## config.mk

```make
export PLATFORM = sky130hd
export DESIGN_NAME = grt_tile_mem
export DESIGN_NICKNAME = d
export VERILOG_FILES = /design/src/sv/grt_tile_mem.sv
export SDC_FILE = /design/constraint.sdc
export NUM_CORES = 2
export LEC_CHECK = 0
export BUFFER_PORTS_ARGS = -buffer_cell sky130_fd_sc_hd__buf_2
export CAP_MARGIN = 25
export CORE_MARGIN = 2
export CORE_UTILIZATION = 60
export CTS_CLUSTER_DIAMETER = 100
export DETAILED_ROUTE_END_ITERATION = 12
export GPL_ROUTABILITY_DRIVEN = 0
export PLACE_DENSITY = 0.79
export SLEW_MARGIN = 30
export SYNTH_ARGS = -nofsm -noshare
export SYNTH_HDL_FRONTEND = slang
export SYNTH_SLANG_ARGS = --single-unit
```

## constraint.sdc

```tcl
create_clock -name clk -period 3.1 [get_ports clk]
set_input_delay 0.31 -clock clk [delete_from_list [all_inputs] [get_ports clk]]
set_output_delay 0.31 -clock clk [all_outputs]
set_load 0.005 [all_outputs]
```

## src/sv/grt_tile_mem.sv

```systemverilog
// Tile map store: 256 entries of 8 bits, one write and one registered read port.
// Depends on nothing else.
module grt_tile_mem (
  input  logic       clk,
  input  logic       we,
  input  logic [7:0] waddr,
  input  logic [7:0] wdata,
  input  logic [7:0] raddr,
  output logic [7:0] rdata
);

  logic [7:0] mem [256];

  // Write port.
  always_ff @(posedge clk) begin
    if (we) begin
      mem[waddr] <= wdata;
    end
  end

  // Registered read port.
  always_ff @(posedge clk) begin
    rdata <= mem[raddr];
  end

endmodule

```

==> impl_metrics.ini <==
[floorplanning]
pin_count = 34
die-width_um = 368
die-area_um2 = 136000
num_rows = 133
coreArea_um2 = 131000
die_h_um = 368
initial_core_util_pct = 60.5

[synthesis]
async_flop_share_pct = 0
synth_nets = 3759
synth-seq-cells = 2056
synth_ff_type = edfxtp_1
synth_area_leaders = edfxtp_1 (77%), mux4_2 (13%), mux2i_1 (1.7%)
ys_seq_area_share_pct = 77.5
synth_xor_area_share_pct = 0
syn_area_um2 = 79600
avgSynthCellArea_um2 = 21.3
synth_top_family_by_area = multiplexers
synth-edff-count = 2048
synth_top_area_cell = edfxtp_1
synth-compound-area-share_pct = 3.42
syn_inst = 3733
synth_top_area_share_pct = 77.3
synthAdderAreaFrac_pct = 0
netlist-cell-type-count = 55
synthSimpleGateAreaFrac_pct = 2.63
synth_mux_area_share_pct = 14.6
yosysWarnings = 0

[cells_and_area]
drive_gt1_share_pct = 28.9
nets = 4243
final_util_pct = 69.4
synthToLayoutAreaGrowth_pct = 14.7
layout_commonest_cell = edfxtp_1
layout_common_cells = edfxtp_1 (2048), mux4_2 (454), buf_4 (427), nor2_1 (279), clkbuf_16 (199)
num-fill-cells = 7548

[clock_network]
cts_buffer_depth = 3
clockRootBuffer = clkbuf_16
cts_sinks = 2056
clk_pin_slew_ps = 60
htreeDepth = 4
cts_tree = built
insertion_delay_ps = 840
cts_resized = 0
cts_buffers = 193

[power_and_ir_drop]
combPwrFrac_pct = 5.2
power_leakage_nw = 29.2
p_sw_share_pct = 21.1
pwr-share-seq_pct = 53.9
ir_worst_vdd_uv = 653
internal_power_mw = 45.0
switchingPower_mw = 12.0
power_frac_clock_pct = 40.9
powerDensity_nw_per_um2 = 624

[sta]
fin_worst_skew_ps = 31.9
rsz0062_at_grt = false
hold_violations = 0
fmax_mhz = 347
fin_crit_ps = 2880
slew_headroom_pct = 32.9
max_slew.worst_pin.slew_ps = 982
finalSetupViolCount = 0
slew_viol_final = 0
fin_crit_sh_pct = 93.0
fin_ws_ps = 218
holdWs_ps = 49.1

[run]
drv_cap = 0

[critical_path]
regToRegSetupSlack_ps = 220
rr_startpoint = mem[76][7]
worstReg2RegEnd = rdata[7]
cp_max_fo = 1
worstPathArrival_ps = 3600
crit_start = mem[76][7]
crit_type = register to register
start_kind = register
crit_path_end = rdata[7]
worstPathRequired_ps = 3820
setup.worst_path.end_class = register
r2r_cells = 7

[routing]
ant_nets = 0
viasPerCell = 6.83
wire_per_inst_um = 32.8
drc = 0
vias = 41915
drt_iter0_drc = 6927
totalWireLength_um = 202000
drt_pass1_iterations = 6

[status]
outcome = completed

[placed_design]
io_buffers = 33
hpwl_um = 122000
dp_slack_ps = -304

[grt]
grt_pass1_wl_um = 294000
grt_pass1_vias = 42241
grt_start_max_net_pins = 108
grt_use_total_pct = 30.2
grt-ovfl-total = 0
antenna_found_initial = 15

[hold_path]
hp-class = input port to register
worst min path at each step:
| stage | end | startpoint | cells after the start |
|---|---|---|---|
| floorplan | mem[0][0] | wdata[0] | 0 |
| global placement | rdata[3] | rdata[3] | 1 |
| detailed placement | rdata[3] | rdata[3] | 1 |
| CTS | mem[138][6] | wdata[6] | 1 |
| global route | mem[138][6] | wdata[6] | 1 |
| finish | mem[138][6] | wdata[6] | 1 |
sequential cells by signal, summed over array words and instances, names as in the netlist:
| register | count |
|---|---|
| rdata | 8 |
| mem | 2048 |
Yosys cell counts (27+ instances only):
library cell	n
buf_2	31
clkbuf_1	111
nor2_1	282
nand2_1	33
edfxtp_1	2048
nor2b_1	31
o22ai_1	28
mux2i_1	134
mux4_2	454
nand3_1	34
buf_4	27
a21oi_1	96
o221ai_1	46
a22oi_1	133
final cells by class:
| class | instances | area [um^2] | share of cell area (%) |
|---|---|---|---|
| diodes | 8 | 20.0 | 0.0219 |
| clock buffers | 259 | 5290 | 5.79 |
| clock inverters | 93 | 910 | 0.997 |
| inverters | 2 | 7.51 | 0.00823 |
| multi-input cells | 1442 | 16500 | 18.1 |
| flip-flops and latches | 2056 | 61700 | 67.6 |
| well taps | 1755 | 2200 | 2.41 |
| repair buffers | 522 | 4710 | 5.16 |
routing by layer:
metal	GRT usage [%]	vias up	part of all wire, %	wire length, um
li1	-	16641	-	-
met1	41.2	21462	34	69200
met2	46.7	3225	48	95900
met3	7.99	573	13	26900
met4	13.0	14	4.6	9330
met5	0	-	0.045	90
power by group through the flow:
stage                     clock network [mW]  logic (mW)  registers (mW)
after CTS                               23.4        2.94            30.7
after global placement                     0        2.82            31.3
after global routing                    24.5        3.09            30.7
after detailed placement                   0        2.89            31.3
after floorplan                            0        1.49            31.3
final                                   23.3        2.98            30.7
repair_timing:
action,4_1_cts,5_1_grt
buffers inserted,0,0
hold buffers,1,0
hold endpoints to repair,44,0
metrics by stage:
stage / power [mW] / instances / setup TNS, ps / area, um^2
after CTS: 57.1 / 6129 / 0 / 91300
after global placement: 34.1 / 5776 / -1140 / 85000
after global routing: 58.2 / 6129 / 0 / 91300
after detailed placement: 34.2 / 5776 / -1290 / 85000
after floorplan: 32.7 / 3733 / 0 / 79600
final: 57.0 / 6137 / 0 / 91300
logic make-up (layout without fill, tap and decap cells):
family          Yosys count  after routing
buf+inv                 235            876
simple gates            466            466
flops                  2056           2056
compound gates          385            385
mux                     591            591
other cells               0              8
critical path, stage by stage, from the launching register on:
cell and delay [ps]:
edfxtp_1 360, mux4_2 460, nor2b_1 140, a211oi_1 510, nor3_1 150, nor4_1 760, buf_4 290, nor4_1 80
No activity file was read; power rests on OpenSTA's default activity.
