<file path="config.mk">
export PLATFORM = sky130hd
export DESIGN_NAME = grt_sqrt
export DESIGN_NICKNAME = d
export VERILOG_FILES = /design/src/sv/grt_pkg.sv /design/src/sv/grt_sqrt.sv
export SDC_FILE = /design/constraint.sdc
export NUM_CORES = 1
export LEC_CHECK = 0
export BUFFER_PORTS_ARGS = -buffer_cell sky130_fd_sc_hd__buf_2
export CORE_AREA = 2 2 151 212
export DETAILED_ROUTE_END_ITERATION = 6
export DIE_AREA = 0 0 153 214
export GPL_ROUTABILITY_DRIVEN = 0
export RECOVER_POWER = 100
export SKIP_CTS_REPAIR_TIMING = 1
export SKIP_LAST_GASP = 1
export SLEW_MARGIN = 20
export SYNTH_ARGS = -nofsm -noshare
export SYNTH_HDL_FRONTEND = slang
export SYNTH_SLANG_ARGS = --single-unit
</file>
<file path="constraint.sdc">
create_clock -name clk -period 7.5 [get_ports clk]
set_input_delay 1.5 -clock clk [delete_from_list [all_inputs] [get_ports clk]]
set_output_delay 1.5 -clock clk [all_outputs]
set_load 0.02 [all_outputs]
</file>
<file path="src/sv/grt_pkg.sv">
// Shared types and constants of the grid ray traversal block.
// No dependencies; the files that use it refer to it by scoped names.
package grt_pkg;

  // Fixed point format of coordinates and distances.
  localparam int FRAC_BITS = 12;

  // Internal widths.
  localparam int MAG_W  = 21;  // magnitude of a delta component
  localparam int LEN_W  = 22;  // ray length
  localparam int DIST_W = 32;  // saturated boundary distances
  localparam int DIV_W  = 44;  // dividend, quotient and radicand width
  localparam int CELL_W = 12;  // signed cell coordinate
  localparam int HIT_W  = 23;  // signed hit point before truncation

  // Tile codes.
  localparam logic [7:0] TILE_EMPTY = 8'h2E;
  localparam logic [7:0] TILE_WALL  = 8'h23;

  // Face normal codes.
  localparam logic [2:0] NORM_NONE  = 3'd0;
  localparam logic [2:0] NORM_POS_X = 3'd1;
  localparam logic [2:0] NORM_NEG_X = 3'd2;
  localparam logic [2:0] NORM_POS_Y = 3'd3;
  localparam logic [2:0] NORM_NEG_Y = 3'd4;

  // Divider request and response.
  typedef struct packed {
    logic               start;
    logic [DIV_W-1:0]   dividend;
    logic [LEN_W-1:0]   divisor;
  } div_req_t;

  typedef struct packed {
    logic               done;
    logic [DIV_W-1:0]   quotient;
  } div_rsp_t;

  // Square root request and response.
  typedef struct packed {
    logic               start;
    logic [DIV_W-1:0]   radicand;
  } sqrt_req_t;

  typedef struct packed {
    logic               done;
    logic [LEN_W-1:0]   root;
  } sqrt_rsp_t;

endpackage

</file>
<file path="src/sv/grt_sqrt.sv">
// Integer square root, two radicand bits per cycle.
// Depends on grt_pkg for the request and response structs.
module grt_sqrt (
  input  logic               clk,
  input  logic               rst,
  input  grt_pkg::sqrt_req_t req,
  output grt_pkg::sqrt_rsp_t rsp
);

  localparam int DW = grt_pkg::DIV_W;

  logic          busy;
  logic          done;
  logic [4:0]    cnt;
  logic [DW-1:0] v;
  logic [DW-1:0] res;
  logic [DW-1:0] bitv;
  logic [DW-1:0] trial;
  logic          ge;

  // One digit step.
  always_comb begin
    trial = res + bitv;
    ge    = v >= trial;
  end

  always_ff @(posedge clk) begin
    if (rst) begin
      busy <= 1'b0;
      done <= 1'b0;
    end else begin
      done <= busy && !req.start && (cnt == 5'd0);
      if (req.start) begin
        busy <= 1'b1;
        v    <= req.radicand;
        res  <= '0;
        bitv <= DW'(1) << (DW - 2);
        cnt  <= 5'(DW / 2 - 1);
      end else if (busy) begin
        v    <= ge ? v - trial : v;
        res  <= ge ? (res >> 1) + bitv : res >> 1;
        bitv <= bitv >> 2;
        if (cnt == 5'd0) begin
          busy <= 1'b0;
        end else begin
          cnt <= cnt - 5'd1;
        end
      end
    end
  end

  assign rsp = '{done: done, root: res[grt_pkg::LEN_W-1:0]};

endmodule

</file>
==> reports/qor.txt <==
Status = finished, violations left
Failing checks = capacitance limit, slew limit
Multi-input gate area = 6595 µm²
Critical Path Max Stage Delay = 2640 ps
Leakage = 4.403 nW
Flip-flop and latch area = 3493 µm²
Starting Density = 34.75%
Final HPWL DP = 22.19 mm
Commonest non-fill, non-tap cell in the layout = nand2_1
Area Overhead vs Synth = 9.401%
CTS tree = done
Worst Path Class, Setup = input port to register
Buf+Inv Stages, Crit Path = 3
Inserted Clock Buffers = 17
Fraction of layout cells with a size suffix above 1 = 8.965%
IO Pins = 70
Final hold slack = 480.3 ps
N_diodes = 0
Synth area leaders = edfxtp_1 (32%), ha_1 (11%), xor2_1 (4.7%), a21oi_1 (4.1%), o21ai_0 (4.1%)
Main combinational cell family by area after synthesis = compound AO/OA/AOI/OAI gates
Placed cell areas = 11170 µm²
Gate power share = 41.6%
Simple-gate share of the synthesized area = 16.93%
RSZ-0062 raised after global routing = no
Max-Cap Viols = 4
Yosys top cell by area = edfxtp_1
Sequential share of power = 29.9%
Worst path arrival time = 6640 ps
Post-synth top flop = edfxtp_1
PD cells = 260.0 nW/µm²
Class of the worst hold path = register to register
Worst Skew = 7.852 ps
Final std cell area, no fill = 11680 µm²
Tmin final = 6534 ps
Clock sinks = 117
Final wirelength = 29.63 mm
Residual DRC = 0
R2R depth = 18
Final ANT Viol Nets = 0
CP Max Fanout = 64
Total net switching power = 1.150 mW
Vias in the first global route = 9173
WL per Instance = 18.33 µm
Max VDD drop = 0.0001172 V
Synth Area in Compound Gates = 24.04%
Synth top area share = 32.35%
Final count of pins violating max slew = 241
Overflow after GRT = 0
Nets = 1354
Initial drt markers = 638
Largest net degree at the start of global routing = 72
FF+latch count, synth = 117
1st-pass router iterations = 5
Clock Latency Late Sink = 430 ps
Register area share after synthesis = 32.73%
Setup crit end kind = register
Post-synthesis async set-or-reset flop share = 0%
Adder-Cell Fraction of Synth Area = 10.97%
Setup TNS = 0 ps
PortBufs = 69
Synth Net Count = 1337
Sw frac = 37.87%
Filler cells = 3132
Crit path max-delay family = buffers and inverters
Core region area = 30710 µm²
Clk slew on worst S/H paths = 60 ps
Req. time, crit path = 7610 ps
Die area = 32740 µm²
Worst-margin pin slew = 3728 ps
Via density = 5.675
Post-Syn Instances = 1197
Post-synth EDFFs = 115
Worst rel slew slack = -148.5%
Worst-case clock buffer depth = 2
CTS H-Tree Depth = 4
Final Cycle Share = 87.12%
Highest clock rate = 153.1 MHz
Critical Path Source Type = input port
Avg Cell Area, Syn = 8.917 µm²
Total track usage = 18.02%
Via count = 9176
Ys Warns = 0
Worst path depth = 6
Initial antenna violation count = 0
XOR/XNOR share of the synthesized area = 7.713%
Cell chain of the critical path = clkbuf_1 > nor2_1 > or2_2 > inv_1 > clkbuf_1 > and2_1
Die Ht = 214 µm
P_int = 1.886 mW
CP max-delay cell = clkbuf_1
Hold path cells = 1
CP dominant cell by count = clkbuf_1
Die X = 153 µm
Final Hold Fails = 0
Yosys cell types = 74
Mux cell area share after synthesis = 2.415%
Global-route wire length before repair = 47.49 mm
Netlist Area Pre-Place = 10670 µm²
Final-report setup violation count = 0
Root buffer cell = clkbuf_16
R2R Setup Slk = 990 ps
Clock power share = 28.5%
Most frequent cells in the layout = nand2_1 (116), edfxtp_1 (115), o21ai_0 (97)
Row cnt = 76
## registers in the layout, indices dropped and copies added, names as in the netlist
| name | cells |
|---|---|
| res | 44 |
| busy | 1 |
| v | 44 |
| cnt | 5 |
| done | 1 |
| bitv | 22 |
## Yosys cell counts (3+ instances only)
library cell / instances
a211oi_1: 15
a211oi_2: 13
a21boi_0: 5
a21o_1: 25
a21oi_1: 88
a22oi_2: 3
a311oi_1: 3
a31o_2: 9
a31oi_1: 39
and2_1: 5
and3_1: 7
buf_1: 6
buf_2: 9
buf_4: 24
buf_6: 4
clkbuf_1: 38
edfxtp_1: 115
ha_1: 92
inv_1: 32
mux2_1: 20
nand2_1: 116
nand2b_1: 9
nand3_1: 15
nand4_1: 27
nor2_1: 80
nor2b_1: 50
nor3_1: 32
nor3b_1: 8
nor4_1: 6
nor4b_1: 3
o211a_1: 3
o211ai_1: 4
o21a_1: 12
o21ai_0: 87
o21ai_1: 18
o21bai_1: 12
o31a_1: 4
o31ai_1: 15
or3_1: 4
or4_1: 3
xnor2_1: 37
xor2_1: 57
## power by group through the flow
stage	sequential, mW	combinational [mW]	clock (mW)
6_report	0.909	1.26	0.866
3_3_place_gp	0.917	1.26	0
5_1_grt	0.917	1.40	0.904
4_1_cts	0.906	1.28	0.880
2_1_floorplan	0.885	1.00	0
3_5_place_dp	0.918	1.27	0
## worst reg2reg max path: stages (launching register included)
cell and delay, ps:
edfxtp_1 450, ha_1 390, a311o_1 280, a41o_1 280, a21boi_0 460, o31a_1 250, o211ai_1 180, a211oi_1 490
o21bai_1 190, xnor2_1 180, ha_1 430, nand4_1 220, or4_1 560, nor4_1 300, a211oi_1 110, o21ai_0 230
a21oi_1 330, a31oi_4 260, buf_4 520
## per-layer routing
metal  GRT usage, %  wire length, µm
met5              0                0
met4          8.364             1204
met3          2.792              922
met2          33.50            15500
met1          19.94            12000
## final cells by class
cell class	instances	area share, %
Timing Repair Buffer	79	3.182
Sequential cell	117	29.92
Clock buffer	23	3.922
Tap cell	390	4.179
Inverter	32	1.029
Clock inverter	9	1.296
Multi-Input combinational cell	967	56.48
## path summary, 6_finish.rpt
kind	end	start
worst max register to register	v[13]	res[2]
worst min-delay path	done	busy
worst max-delay path	cnt[3]	req[44]
worst min register to register	done	busy
## stage by stage
stage	worst slack (ps)	util (%)	instances	power (mW)
3_5_place_dp	1342	36.36	1585	2.187
5_1_grt	416.2	38.02	1617	3.225
6_report	966.2	38.02	1617	3.036
2_1_floorplan	190.0	-	1197	1.887
4_1_cts	1311	38.35	1617	3.065
3_3_place_gp	1598	36.36	1585	2.179
## kinds of logic after synthesis
family,count (synthesis)
and+or+nand+nor,372
muxes,23
adders and majority gates,93
xor gates and xnor gates,94
DFF,117
AOI/OAI and AO/OA,385
buffers and inverters,113
Note: power is estimated with default switching activity, not from simulation.
