===== config.mk =====
export PLATFORM = sky130hd
export DESIGN_NAME = grt_divider
export DESIGN_NICKNAME = d
export VERILOG_FILES = /design/src/sv/grt_pkg.sv /design/src/sv/grt_divider.sv
export SDC_FILE = /design/constraint.sdc
export NUM_CORES = 1
export LEC_CHECK = 0
export ABC_AREA = 1
export BUFFER_PORTS_ARGS = -buffer_cell sky130_fd_sc_hd__buf_4
export CAP_MARGIN = 30
export CORE_MARGIN = 10
export CORE_UTILIZATION = 47
export CTS_BUF_LIST = sky130_fd_sc_hd__clkbuf_2
export DETAILED_ROUTE_END_ITERATION = 10
export PLACE_DENSITY = 0.76
export RECOVER_POWER = 100
export SYNTH_ARGS = -nofsm -noshare
export SYNTH_HDL_FRONTEND = slang
export SYNTH_SLANG_ARGS = --single-unit

===== constraint.sdc =====
create_clock -name clk -period 10 [get_ports clk]
set_input_delay 2 -clock clk [delete_from_list [all_inputs] [get_ports clk]]
set_output_delay 2 -clock clk [all_outputs]
set_load 0.05 [all_outputs]

===== src/sv/grt_pkg.sv =====
// Shared types and constants of the grid ray traversal block.
// No dependencies; the files that use it refer to it by scoped names.
package grt_pkg;

  // Fixed point format of coordinates and distances.
  localparam int FRAC_BITS = 12;

  // Internal widths.
  localparam int MAG_W  = 21;  // magnitude of a delta component
  localparam int LEN_W  = 22;  // ray length
  localparam int DIST_W = 32;  // saturated boundary distances
  localparam int DIV_W  = 44;  // dividend, quotient and radicand width
  localparam int CELL_W = 12;  // signed cell coordinate
  localparam int HIT_W  = 23;  // signed hit point before truncation

  // Tile codes.
  localparam logic [7:0] TILE_EMPTY = 8'h2E;
  localparam logic [7:0] TILE_WALL  = 8'h23;

  // Face normal codes.
  localparam logic [2:0] NORM_NONE  = 3'd0;
  localparam logic [2:0] NORM_POS_X = 3'd1;
  localparam logic [2:0] NORM_NEG_X = 3'd2;
  localparam logic [2:0] NORM_POS_Y = 3'd3;
  localparam logic [2:0] NORM_NEG_Y = 3'd4;

  // Divider request and response.
  typedef struct packed {
    logic               start;
    logic [DIV_W-1:0]   dividend;
    logic [LEN_W-1:0]   divisor;
  } div_req_t;

  typedef struct packed {
    logic               done;
    logic [DIV_W-1:0]   quotient;
  } div_rsp_t;

  // Square root request and response.
  typedef struct packed {
    logic               start;
    logic [DIV_W-1:0]   radicand;
  } sqrt_req_t;

  typedef struct packed {
    logic               done;
    logic [LEN_W-1:0]   root;
  } sqrt_rsp_t;

endpackage


===== src/sv/grt_divider.sv =====
// Restoring divider, one quotient bit per cycle.
// Depends on grt_pkg for the request and response structs.
module grt_divider (
  input  logic              clk,
  input  logic              rst,
  input  grt_pkg::div_req_t req,
  output grt_pkg::div_rsp_t rsp
);

  localparam int DW = grt_pkg::DIV_W;
  localparam int VW = grt_pkg::LEN_W;

  logic          busy;
  logic          done;
  logic [5:0]    cnt;
  logic [DW-1:0] quo;
  logic [VW-1:0] rem;
  logic [VW-1:0] divs;
  logic [VW:0]   shifted;
  logic          q_bit;
  logic [VW-1:0] rem_next;

  // One trial subtraction.
  always_comb begin
    shifted  = {rem, quo[DW-1]};
    q_bit    = shifted >= {1'b0, divs};
    rem_next = q_bit ? VW'(shifted - {1'b0, divs}) : shifted[VW-1:0];
  end

  // Iteration control; the dividend register collects the quotient bits.
  always_ff @(posedge clk) begin
    if (rst) begin
      busy <= 1'b0;
      done <= 1'b0;
    end else begin
      done <= busy && !req.start && (cnt == 6'd0);
      if (req.start) begin
        busy <= 1'b1;
        quo  <= req.dividend;
        rem  <= '0;
        divs <= req.divisor;
        cnt  <= 6'(DW - 1);
      end else if (busy) begin
        rem <= rem_next;
        quo <= {quo[DW-2:0], q_bit};
        if (cnt == 6'd0) begin
          busy <= 1'b0;
        end else begin
          cnt <= cnt - 6'd1;
        end
      end
    end
  end

  assign rsp = '{done: done, quotient: quo};

endmodule


==> metrics.md, run 1 <==
| Metric | Value |
|---|---|
| Status | finished, violations left |
| Violated checks | capacitance limit, slew limit |
| Antenna Nets Post-Route | 0 |
| Clk_lat worst skew | around 0.60 ns |
| Hold WC Path Type | register to register |
| # Max-Cap Violations | 3 |
| Sequential-to-total area share from yosys stat | between 40% and 50% |
| Setup TNS | 0 ns |
| Startpoint types | input port |
| Top cell type by total area after synthesis | edfxtp_1 |
| Fin worst setup slack | 3.71 ns |
| Mean routed wirelength per cell | approximately 14 um |
| Nets | slightly above 900 |
| Mean post-synth cell area | 7.99 um^2 |
| Top cells by area, synth | edfxtp_1, nand2_1, inv_1 |
| Hold Buf Count CTS | 0 |
| Routed vias/inst | 4.79 |
| Area share of the largest cell type after synthesis | 48.7% |
| Postcts setup bufs | 0 |
| Total CTS buffers | 9 |
| Crit. End Element | register |
| Ys async rst share | 0% |
| Pin count of the biggest net entering global routing | 67 |
| Core area | around 12,000 um^2 |
| Port bufs | between 100 and 150 |
| Grt ovf | 0 |
| First DRT Iteration DRCs | around 230 |
| Die Wd | about 130 um |
| Worst slew margin | -77.1% |
| Mapped Nets | about 820 |
| Clock slew seen by the registers of the worst setup and hold paths | ~0.25 ns |
| Longest Clk Path Bufs | 2 |
| Setup Crit Path Kind | input port to register |
| # IOs | 114 |
| M1 GR Usage | a little over a fifth |
| H-tree depth | 3 |
| Endpoints failing hold | 0 |
| Critical Path, Cell by Cell | clkbuf_1 > nor2_1 > nor2_4 > clkbuf_1 |
| Top Usage Layer GRT | met2 |
| Buf+Inv Stages, Crit Path | 2 |
| Post-synth cell types | 32 |
| Fraction of layout instances using a drive strength above 1 | between 10 and 15% |
| Met2 Track Usage GR | around a quarter |
| Most frequent cell after synthesis | nand2_1 |
| Worst path max stage delay | approximately 1.8 ns |
| Die span in y | ~130 um |
| Max FO, Critical Path | 66 |
| RSZ-0062 raised after global routing | no |
| Post-synthesis cell count | roughly 730 |
| Row count | 40 |
| Most frequent CP cell | clkbuf_1 |
| First-pass GRT wire length | approximately 23 mm |
| Worst Max-Slew Pin Slew | 2.66 ns |
| #FFs+latches synth | 96 |
| Initial antenna violation count | 0 |
| CTS tree | built |
| DRC violations left | 0 |
| Root buf cell | clkbuf_2 |
| Yosys warnings | 0 |
| Max Transition Viols Final | 162 |
| Met3 Resource Use GR | under 10% |
| Starting Density | 48.0% |
| Crit-path slowest cell | clkbuf_1 |
| Die ar. | ~17,000 um^2 |
| Placer congestion estimate | ~0.91 |
| Tcrit/Tclk final | between 60% and 70% |
| Post-synth EDFFs | 94 |
| Setup WS pre-CTS | 5.59 ns |
| GRT Util Overall | between 10% and 20% |
| Final setup fails | 0 |
| CP required | 10.21 ns |
| Synth-to-Final Area Change | 16.2% |
| Setup Skew | approximately 0.026 ns |
| DR pass1 iterations | 7 |
| Delay-heaviest family, CP | buffers and inverters |
| Main flop type after synthesis | edfxtp_1 |
| DPL Wire Length | between 10 and 15 mm |
| Fin crit period | between 6 and 7 ns |
| Leakage | 3.30 nW |
| Critical path arrival | approximately 6.5 ns |
| Max Clk Rate | 159 MHz |
| PD cells | roughly 150 nW/um^2 |
| Vias in the first global route | between 4,000 and 5,000 |
| Max rail drop VDD | ~97 uV |
| CTS sink cnt | 96 |
| Cell area after synthesis | about 5800 um^2 |
| # diodes | 0 |
| PostCTS Resize Cnt | 0 |
| Routed WL | approximately 14 mm |
| Commonest cells post-synth | nand2_1, inv_1, edfxtp_1 |
| Vias | a little under 5,000 |
[cells in the final DEF, fill, tap and decap left out, types with 14 or more instances in the layout]
| cell | instances |
|---|---|
| ha_1 | 24 |
| nand2_1 | 302 |
| o21bai_1 | 15 |
| edfxtp_1 | 94 |
| inv_1 | 105 |
| clkbuf_1 | 49 |
| buf_4 | 45 |
| nor2_1 | 59 |
| a21oi_1 | 17 |
| clkbuf_4 | 22 |
| nor2_2 | 14 |
| nand3_1 | 24 |
[layout make-up]
type / instances / area, um^2
inverter: 109 / 412
timing repair buffer: 116 / 687
clock inverter: 6 / 90.1
multi-input combinational: 502 / 2420
sequential: 96 / 2860
tap: 168 / 210
clock buffer: 10 / 50.0
fill: 1189 / 5330
[registers in the layout, indices dropped and copies added (netlist names)]
signal / flops
done: 1
busy: 1
rem: 22
cnt: 6
quo: 44
divs: 22
[worst register-to-register path, cell delays in order, from the launching register on]
cell	delay (ns)
dfxtp_1	0.39
nor2_1	0.06
nor2_4	0.82
clkbuf_1	1.51
[worst paths after layout]
kind	start	endpoint	slack, ns	cells past startpoint
setup / recovery	req[66]	rem[2]	3.71	4
hold / removal	busy	done	0.50	2
hold reg to reg	busy	done	0.50	2
setup reg to reg	busy	rem[2]	6.82	3
[stage by stage]
step	cell area (um^2)	hold slack, ns	util, %	instances	total power, mW
6_report	6740	0.496	55.8	1007	1.02
5_1_grt	6740	0.498	55.8	1007	1.08
4_1_cts	6920	0.481	57.4	1007	1.03
3_5_place_dp	6780	0.460	56.2	991	0.815
3_3_place_gp	6780	0.457	56.2	991	0.811
2_1_floorplan	5800	0.430	-	725	0.732
[cell families after synthesis]
logic type	Yosys count	share of synthesized area, %
xor+xnor	9	1.36
compound gates	39	4.21
simple gates	429	30.6
fa+ha+maj	25	5.53
flops	96	49.4
buf+inv	127	8.92
[report_power, final]
part | switching [mW] | total [mW] | internal [mW] | leakage [nW]
registers | 0.0152 | 0.497 | 0.482 | 0.915
clock network | 0.136 | 0.221 | 0.0854 | 0.0846
logic | 0.202 | 0.299 | 0.0973 | 2.30
[routing by layer]
layer	share of wire [%]	wire, um
met1	44	6110
met2	44	6070
met3	10	1400
met4	2.1	292
met5	0	0
Power figures use the tool's default switching activity.
==> inputs of run 2 (changes only) <==
--- a/config.mk
+++ b/config.mk
@@ -5,14 +5,14 @@
 export SDC_FILE = /design/constraint.sdc
 export NUM_CORES = 1
 export LEC_CHECK = 0
-export ABC_AREA = 1
+export ABC_AREA = 0
 export BUFFER_PORTS_ARGS = -buffer_cell sky130_fd_sc_hd__buf_4
 export CAP_MARGIN = 30
 export CORE_MARGIN = 10
 export CORE_UTILIZATION = 47
 export CTS_BUF_LIST = sky130_fd_sc_hd__clkbuf_2
 export DETAILED_ROUTE_END_ITERATION = 10
-export PLACE_DENSITY = 0.76
+export PLACE_DENSITY = 0.77
 export RECOVER_POWER = 100
 export SYNTH_ARGS = -nofsm -noshare
 export SYNTH_HDL_FRONTEND = slang
==> constraint.sdc (replaced) <==
create_clock -name clk -period 6.5 [get_ports clk]
set_input_delay 1.3 -clock clk [delete_from_list [all_inputs] [get_ports clk]]
set_output_delay 1.3 -clock clk [all_outputs]
set_load 0.05 [all_outputs]
==> run 2 against run 1 <==
Clock-buffer cell count stayed put. Final cell count is 33% lower. Critical endpoint is now quo[43]. Hold slack better by 0.020 ns. The run still ends with capacitance limit, slew limit left. Critical path type unchanged. Largest cell class unchanged. Sequential share of layout area is 4.7 points higher. Global-route usage is 2.4 points lower. Register-to-register slack worse by 4.2 ns.
==> metrics.md, run 2 <==
| Metric | Value |
|---|---|
| Area share of the largest cell type after synthesis | 54.1% (+5.4 points) |
| Antenna Nets Post-Route | 0 (unchanged) |
| Die ar. | 15,700 um^2 (-8.5%) |
| Commonest cells post-synth | edfxtp_1, mux2_2, nor2_1 |
| Core area | 10,800 um^2 (-10%) |
| Post-synth cell types | 51 (+59%) |
| Sequential-to-total area share from yosys stat | 54.9% (+5.5 points) |
| # diodes | 0 (unchanged) |
| Worst path max stage delay | 1.97 ns (+0.13 ns) |
| RSZ-0062 raised after global routing | no |
| Setup TNS | 0 ns (unchanged) |
| # Max-Cap Violations | 1 (-2) |
| Placer congestion estimate | 0.836 (-8.2%) |
| Initial antenna violation count | 0 (unchanged) |
| Tcrit/Tclk final | between 60% and 70% |
| Critical path arrival | 4.81 ns (-1.69 ns) |
| Vias in the first global route | 3,741 (-22%) |
| Total CTS buffers | 9 (unchanged) |
| Worst Setup EP | quo[43] |
| DPL Wire Length | 8.35 mm (-21%) |
| Hold Buf Count CTS | 0 (unchanged) |
| Mean routed wirelength per cell | 16.9 um (+23%) |
| Longest Clk Path Bufs | 2 (unchanged) |
| Largest family of logic cells by synthesized area | multiplexers |
| CTS tree | built |
| Root buf cell | clkbuf_2 |
| Nets | 619 (-33%) |
| Grt ovf | 0 (unchanged) |
| Max reg flops | 44 (unchanged) |
| Ys async rst share | 0% (unchanged) |
| Top cell type by total area after synthesis | edfxtp_1 |
| Leakage | 2.43 nW (-26%) |
| Routed WL | 11.3 mm (-18%) |
| Mean post-synth cell area | 12.6 um^2 (+57%) |
| Port bufs | 113 (unchanged) |
| Crit. End Element | register |
| Crit path from | req[66] |
| Postcts setup bufs | 0 (unchanged) |
| Max Clk Rate | 221 MHz |
| Row count | 38 (-5.0%) |
| Pin count of the biggest net entering global routing | 76 (+13%) |
| Simple-gate share of the synthesized area | 9.24% (-21 points) |
| R2r startpoint | rem[7] |
| Top cells by area, synth | edfxtp_1, mux2_2, ha_1 |
| Worst Max-Slew Pin Slew | 2.64 ns (-0.0178 ns) |
| Critical path depth | 4 (unchanged) |
| Max Transition Viols Final | 32 (-80%) |
| Status | finished, violations left |
| Final Hold Slack | 0.516 ns (+0.0201 ns) |
| Crit-path slowest cell | nor2_1 |
| Die span in y | 125 um (-4.4%) |
| Max FO, Critical Path | 75 (+14%) |
| Most frequent cell after synthesis | edfxtp_1 |
| Fill cell count | 998 (-16%) |
| Startpoint types | input port |
| Violated checks | capacitance limit, slew limit |
| Fin crit period | 4.53 ns |
| Cell area after synthesis | 5210 um^2 (-10%) |
| Fin worst setup slack | 1.97 ns (-1.74 ns) |
| R2R depth | 10 (+7) |
| Critical Path, Cell by Cell | buf_4 > nor2_1 > nor2_1 > buf_4 |
| #FFs+latches synth | 96 (unchanged) |
| PostCTS Resize Cnt | 0 (unchanged) |
| Setup Crit Path Kind | input port to register |
| CP required | 6.78 ns (-3.43 ns) |
| PD cells | 248 nW/um^2 (+64%) |
| Clk_lat worst skew | 0.62 ns (+0.02 ns) |
| Setup Skew | 0.0424 ns (+0.0162 ns) |
| DRC violations left | 0 (unchanged) |
| GRT Util Overall | 14.4% (-2.4 points) |
| Mapped Nets | 509 (-38%) |
| Endpoints failing hold | 0 (unchanged) |
| Main flop type after synthesis | edfxtp_1 |
| Worst slew margin | -76.6% (+0.54 points) |
| Synth-to-Final Area Change | 16.3% (about the same) |
| Max rail drop VDD | 180 uV (+85%) |
| Adder-Cell Fraction of Synth Area | 6.14% (+0.62 points) |
| Starting Density | 48.1% (about the same) |
| Clock slew seen by the registers of the worst setup and hold paths | 0.26 ns (about the same) |
| Die Wd | 125 um (-4.4%) |
| CTS sink cnt | 96 (unchanged) |
| Routed vias/inst | 5.29 (+11%) |
| Post-synthesis mux area share | 12.2% (+12 points) |
| First DRT Iteration DRCs | 168 (-28%) |
| Top reg by flops | quo |
| Most frequent cells in the layout | edfxtp_1, buf_4, clkbuf_1 |
| Fraction of layout instances using a drive strength above 1 | 25.5% (+12 points) |
| Synth Area in XOR/XNOR | 3.19% (+1.8 points) |
| DR pass1 iterations | 4 (-3) |
| Delay-heaviest family, CP | simple AND/OR/NAND/NOR gates |
| First-pass GRT wire length | 18.6 mm (-18%) |
| Post-synthesis cell count | 415 (-43%) |
| Post-synth EDFFs | 94 (unchanged) |
| Buf+Inv Stages, Crit Path | 2 (unchanged) |
| Most common cell after layout, fill and taps aside | edfxtp_1 |
| Hold WC Path Type | register to register |
| Reg-to-Reg End | rem[3] |
| Vias | 3,543 (-26%) |
| Setup WS pre-CTS | 2.54 ns (-3.05 ns) |
| Compound-gate portion of the synthesized area | 10.2% (+6.0 points) |
| Yosys warnings | 0 (unchanged) |
| R2R Setup Slk | 2.65 ns (-4.17 ns) |
| # IOs | 114 (unchanged) |
| H-tree depth | 3 (unchanged) |
| Regs by FF count | quo: 44 flops, divs: 22 flops, rem: 22 flops |
| Final setup fails | 0 (unchanged) |
## run 2: changes by cell type after synthesis, sizes merged, moves of 13 or more
cell	delta
nand2	-297
mux2i	+14
inv	-80
xnor2	+13
nand3	-18
mux2	+44
nor2	-39
## run 2: stage by stage
stage          util (%)  cells  power, mW  area [um^2]
2_1_floorplan         -    415       1.11         5210
4_1_cts            58.2    670       1.55         6310
5_1_grt            55.9    670       1.58         6060
3_5_place_dp       57.1    654       1.23         6190
3_3_place_gp       56.7    652       1.21         6150
6_report           55.9    670       1.50         6060
## run 2: cell type report
| cell class | count | area, um^2 | area share (%) |
|---|---|---|---|
| clock buffers | 10 | 50.0 | 0.825 |
| well taps | 140 | 175 | 2.89 |
| repair buffers | 116 | 694 | 11.5 |
| flip-flops and latches | 96 | 2860 | 47.2 |
| clock inverters | 6 | 73.8 | 1.22 |
| inverters | 29 | 109 | 1.80 |
| multi-input cells | 273 | 2100 | 34.6 |
## run 2: logic make-up (layout without fill, tap and decap cells)
| family | Yosys count | after routing |
|---|---|---|
| buf+inv | 46 | 161 |
| flops | 96 | 96 |
| xor+xnor | 19 | 19 |
| mux | 58 | 58 |
| compound gates | 78 | 78 |
| simple gates | 93 | 93 |
| fa+ha+maj | 25 | 25 |
## run 2: how the worst min path moves through the flow
stage          slack (ns)  from  endpoint  depth (start not counted)
6_report             0.52  busy      done                          1
5_1_grt              0.54  busy      done                          1
4_1_cts              0.52  busy      done                          1
3_5_place_dp         0.48  busy      done                          1
3_3_place_gp         0.48  busy      done                          1
2_1_floorplan        0.46  busy      done                          1
## run 2: routing by layer
layer,global-route usage [%],vias up,wire length [um]
met2,22.7,104,5360
li1,-,1750,-
met4,4.20,0,120
met5,0,-,0
met3,7.60,8,1060
met1,16.8,1681,4800
## run 2: power breakdown
| part | total, mW | leakage [nW] | switching [mW] | internal [mW] |
|---|---|---|---|---|
| clock network | 0.319 | 0.0711 | 0.224 | 0.0957 |
| logic | 0.418 | 1.45 | 0.251 | 0.167 |
| registers | 0.765 | 0.911 | 0.0231 | 0.742 |
==> inputs of run 3 (changes only) <==
--- a/config.mk
+++ b/config.mk
@@ -5,14 +5,14 @@
 export SDC_FILE = /design/constraint.sdc
 export NUM_CORES = 1
 export LEC_CHECK = 0
-export ABC_AREA = 0
+export ABC_AREA = 1
 export BUFFER_PORTS_ARGS = -buffer_cell sky130_fd_sc_hd__buf_4
 export CAP_MARGIN = 30
 export CORE_MARGIN = 10
 export CORE_UTILIZATION = 47
 export CTS_BUF_LIST = sky130_fd_sc_hd__clkbuf_2
 export DETAILED_ROUTE_END_ITERATION = 10
-export PLACE_DENSITY = 0.77
+export PLACE_DENSITY = 0.78
 export RECOVER_POWER = 100
 export SYNTH_ARGS = -nofsm -noshare
 export SYNTH_HDL_FRONTEND = slang
==> constraint.sdc (replaced) <==
create_clock -name clk -period 3.96 [get_ports clk]
set_input_delay 0.792 -clock clk [delete_from_list [all_inputs] [get_ports clk]]
set_output_delay 0.792 -clock clk [all_outputs]
set_load 0.05 [all_outputs]
==> run 3 against run 2 <==
Combinational power grew 78%. The run now ends clean. Critical path depth rose by 1. Highest routed layer unchanged. Total power rose by 66%. Clock-buffer cell count down 1.
==> metrics.md, run 3 (synthesis results as in run 1) <==
| Metric | Value |
|---|---|
| Placer congestion estimate | 0.931 (+11%) |
| CP required | 4.24 ns (-2.54 ns) |
| Setup TNS | 0 ns (unchanged) |
| Grt ovf | 0 (unchanged) |
| Core area | 12,100 um^2 (+11%) |
| Die ar. | 17,200 um^2 (+9.3%) |
| RSZ-0062 raised after global routing | no |
| Reg-to-Reg End | rem[21] |
| Status | complete, no violations |
| # diodes | 0 (unchanged) |
| Longest Clk Path Bufs | 2 (unchanged) |
| Max FO, Critical Path | 66 (-12%) |
| Postcts setup bufs | 0 (unchanged) |
| Die Wd | 131 um (+4.6%) |
| Final setup fails | 0 (unchanged) |
| Leakage | 3.30 nW (+36%) |
| Fin crit period | roughly 3.0 ns |
| Most frequent cells in the layout | nand2_1, inv_1, edfxtp_1 |
| PostCTS Resize Cnt | 0 (unchanged) |
| Pin count of the biggest net entering global routing | 67 (-12%) |
| Starting Density | 48.0% (about the same) |
| DRC violations left | 0 (unchanged) |
| First-pass GRT wire length | 23.1 mm (+24%) |
| Delay-heaviest family, CP | buffers and inverters |
| Routed WL | 14.2 mm (+25%) |
| Tcrit/Tclk final | between 70% and 80% |
| Row count | 40 (+5.3%) |
| Fraction of layout instances using a drive strength above 1 | 13.0% (-13 points) |
| Synth-to-Final Area Change | 15.7% |
| Hold Path Cell Cnt | 1 (unchanged) |
| Max Clk Rate | 328 MHz |
| Most common cell after layout, fill and taps aside | nand2_1 |
| Port bufs | 113 (unchanged) |
| R2R Setup Slk | 1.36 ns (-1.29 ns) |
| Nets | 931 (+50%) |
| Hold Buf Count CTS | 0 (unchanged) |
| DPL Wire Length | 11.0 mm (+32%) |
| Regs by FF count | quo: 44 flops, divs: 22 flops, rem: 22 flops |
| H-tree depth | 3 (unchanged) |
| Routed vias/inst | 4.77 (-9.8%) |
| Startpoint types | input port |
| Max reg flops | 44 (unchanged) |
| DR pass1 iterations | 4 (unchanged) |
| Total CTS buffers | 9 (unchanged) |
| Antenna Nets Post-Route | 0 (unchanged) |
| First DRT Iteration DRCs | 248 (+48%) |
| Placed cells | 994 (+52%) |
| Clk_lat worst skew | 0.62 ns (about the same) |
| Max Transition Viols Final | 0 (-100%) |
| Clock slew seen by the registers of the worst setup and hold paths | 0.27 ns (about the same) |
| Crit-path slowest cell | clkbuf_2 |
| Vias | 4,814 (+36%) |
| Setup Skew | 0.0287 ns (-0.0137 ns) |
| Worst path max stage delay | 0.91 ns (-1.06 ns) |
| Crit. End Element | register |
| Top reg by flops | quo |
| Worst slew margin | 14.5% (+91 points) |
| CTS sink cnt | 96 (unchanged) |
| Vias in the first global route | 4,968 (+33%) |
| Most frequent CP cell | clkbuf_1 |
| # IOs | 114 (unchanged) |
| Die span in y | 131 um (+4.6%) |
| Worst Max-Slew Pin Slew | 1.28 ns (-1.36 ns) |
| R2r startpoint | rem[16] |
| R2R depth | 11 (+1) |
| Mean routed wirelength per cell | 14.0 um (-17%) |
| End of the worst hold path | divs[9] |
| Hold WC Path Type | input port to register |
| CTS tree | built |
| Critical path arrival | 3.33 ns (-1.48 ns) |
| Endpoints failing hold | 0 (unchanged) |
| Setup Crit Path Kind | input port to register |
| Max rail drop VDD | 195 uV (+8.6%) |
| Initial antenna violation count | 0 (unchanged) |
| Post-Layout Cell Count | 1,009 (+51%) |
| GRT Util Overall | 17.2% (+2.8 points) |
| PD cells | 371 nW/um^2 (+50%) |
| Root buf cell | clkbuf_2 |
| Min-delay src | req[9] |
| # Max-Cap Violations | 0 (-1) |
| Critical Path, Cell by Cell | clkbuf_2 > inv_1 > clkbuf_1 > nor2_2 > clkbuf_1 |
| Buf+Inv Stages, Crit Path | 4 (+2) |
## run 3: metal layers
layer  track usage (%)  vias to the layer above  part of all wire [%]
li1                  -                     2497                     -
met1              19.8                     2138                    41
met2              27.7                      161                    46
met3              7.13                       18                    11
met4              7.39                        0                   2.0
met5                 0                        -                     0
## run 3: how the worst max path moves through the flow
| stage | start | end | depth (start not counted) |
|---|---|---|---|
| final | req[66] | divs[15] | 5 |
| after global routing | req[66] | divs[15] | 5 |
| after global placement | req[66] | quo[25] | 4 |
| after detailed placement | req[66] | quo[29] | 4 |
| after CTS | rem[16] | rem[2] | 10 |
| after floorplan | req[66] | cnt[0] | 4 |
## run 3: cell type report
class                   count  area, um^2
flip-flops and latches     96        2860
multi-input cells         502        2400
inverters                 109         412
clock buffers               9        45.0
repair buffers            119         708
fillers                  1198        5360
well taps                 168         210
clock inverters             6        67.6
## run 3: power breakdown
part           internal, mW  switching, mW
sequential             1.22         0.0386
clock                 0.146          0.347
combinational         0.239          0.505
## run 3: metrics by stage
step                utilization, %  cell area (um^2)  hold WS [ns]  total power [mW]  setup WS (ns)
global route                  55.6              6710         0.292              2.64          0.701
global placement              56.5              6820         0.441              2.05           1.31
CTS                           57.4              6930         0.278              2.55           1.41
floorplan                        -              5800         0.430              1.85          0.408
detailed placement            56.5              6820         0.445              2.06           1.25
finish                        55.6              6710         0.338              2.49          0.912
## run 3: worst register-to-register path, stage by stage (launching register included)
cell	delay [ns]
edfxtp_1	0.47
ha_1	0.39
nand2_1	0.14
inv_1	0.05
nand2_1	0.07
nand2_1	0.07
a21oi_1	0.25
nand4_4	0.43
nand2_1	0.32
nand2_1	0.09
nand2_1	0.07
inv_1	0.04
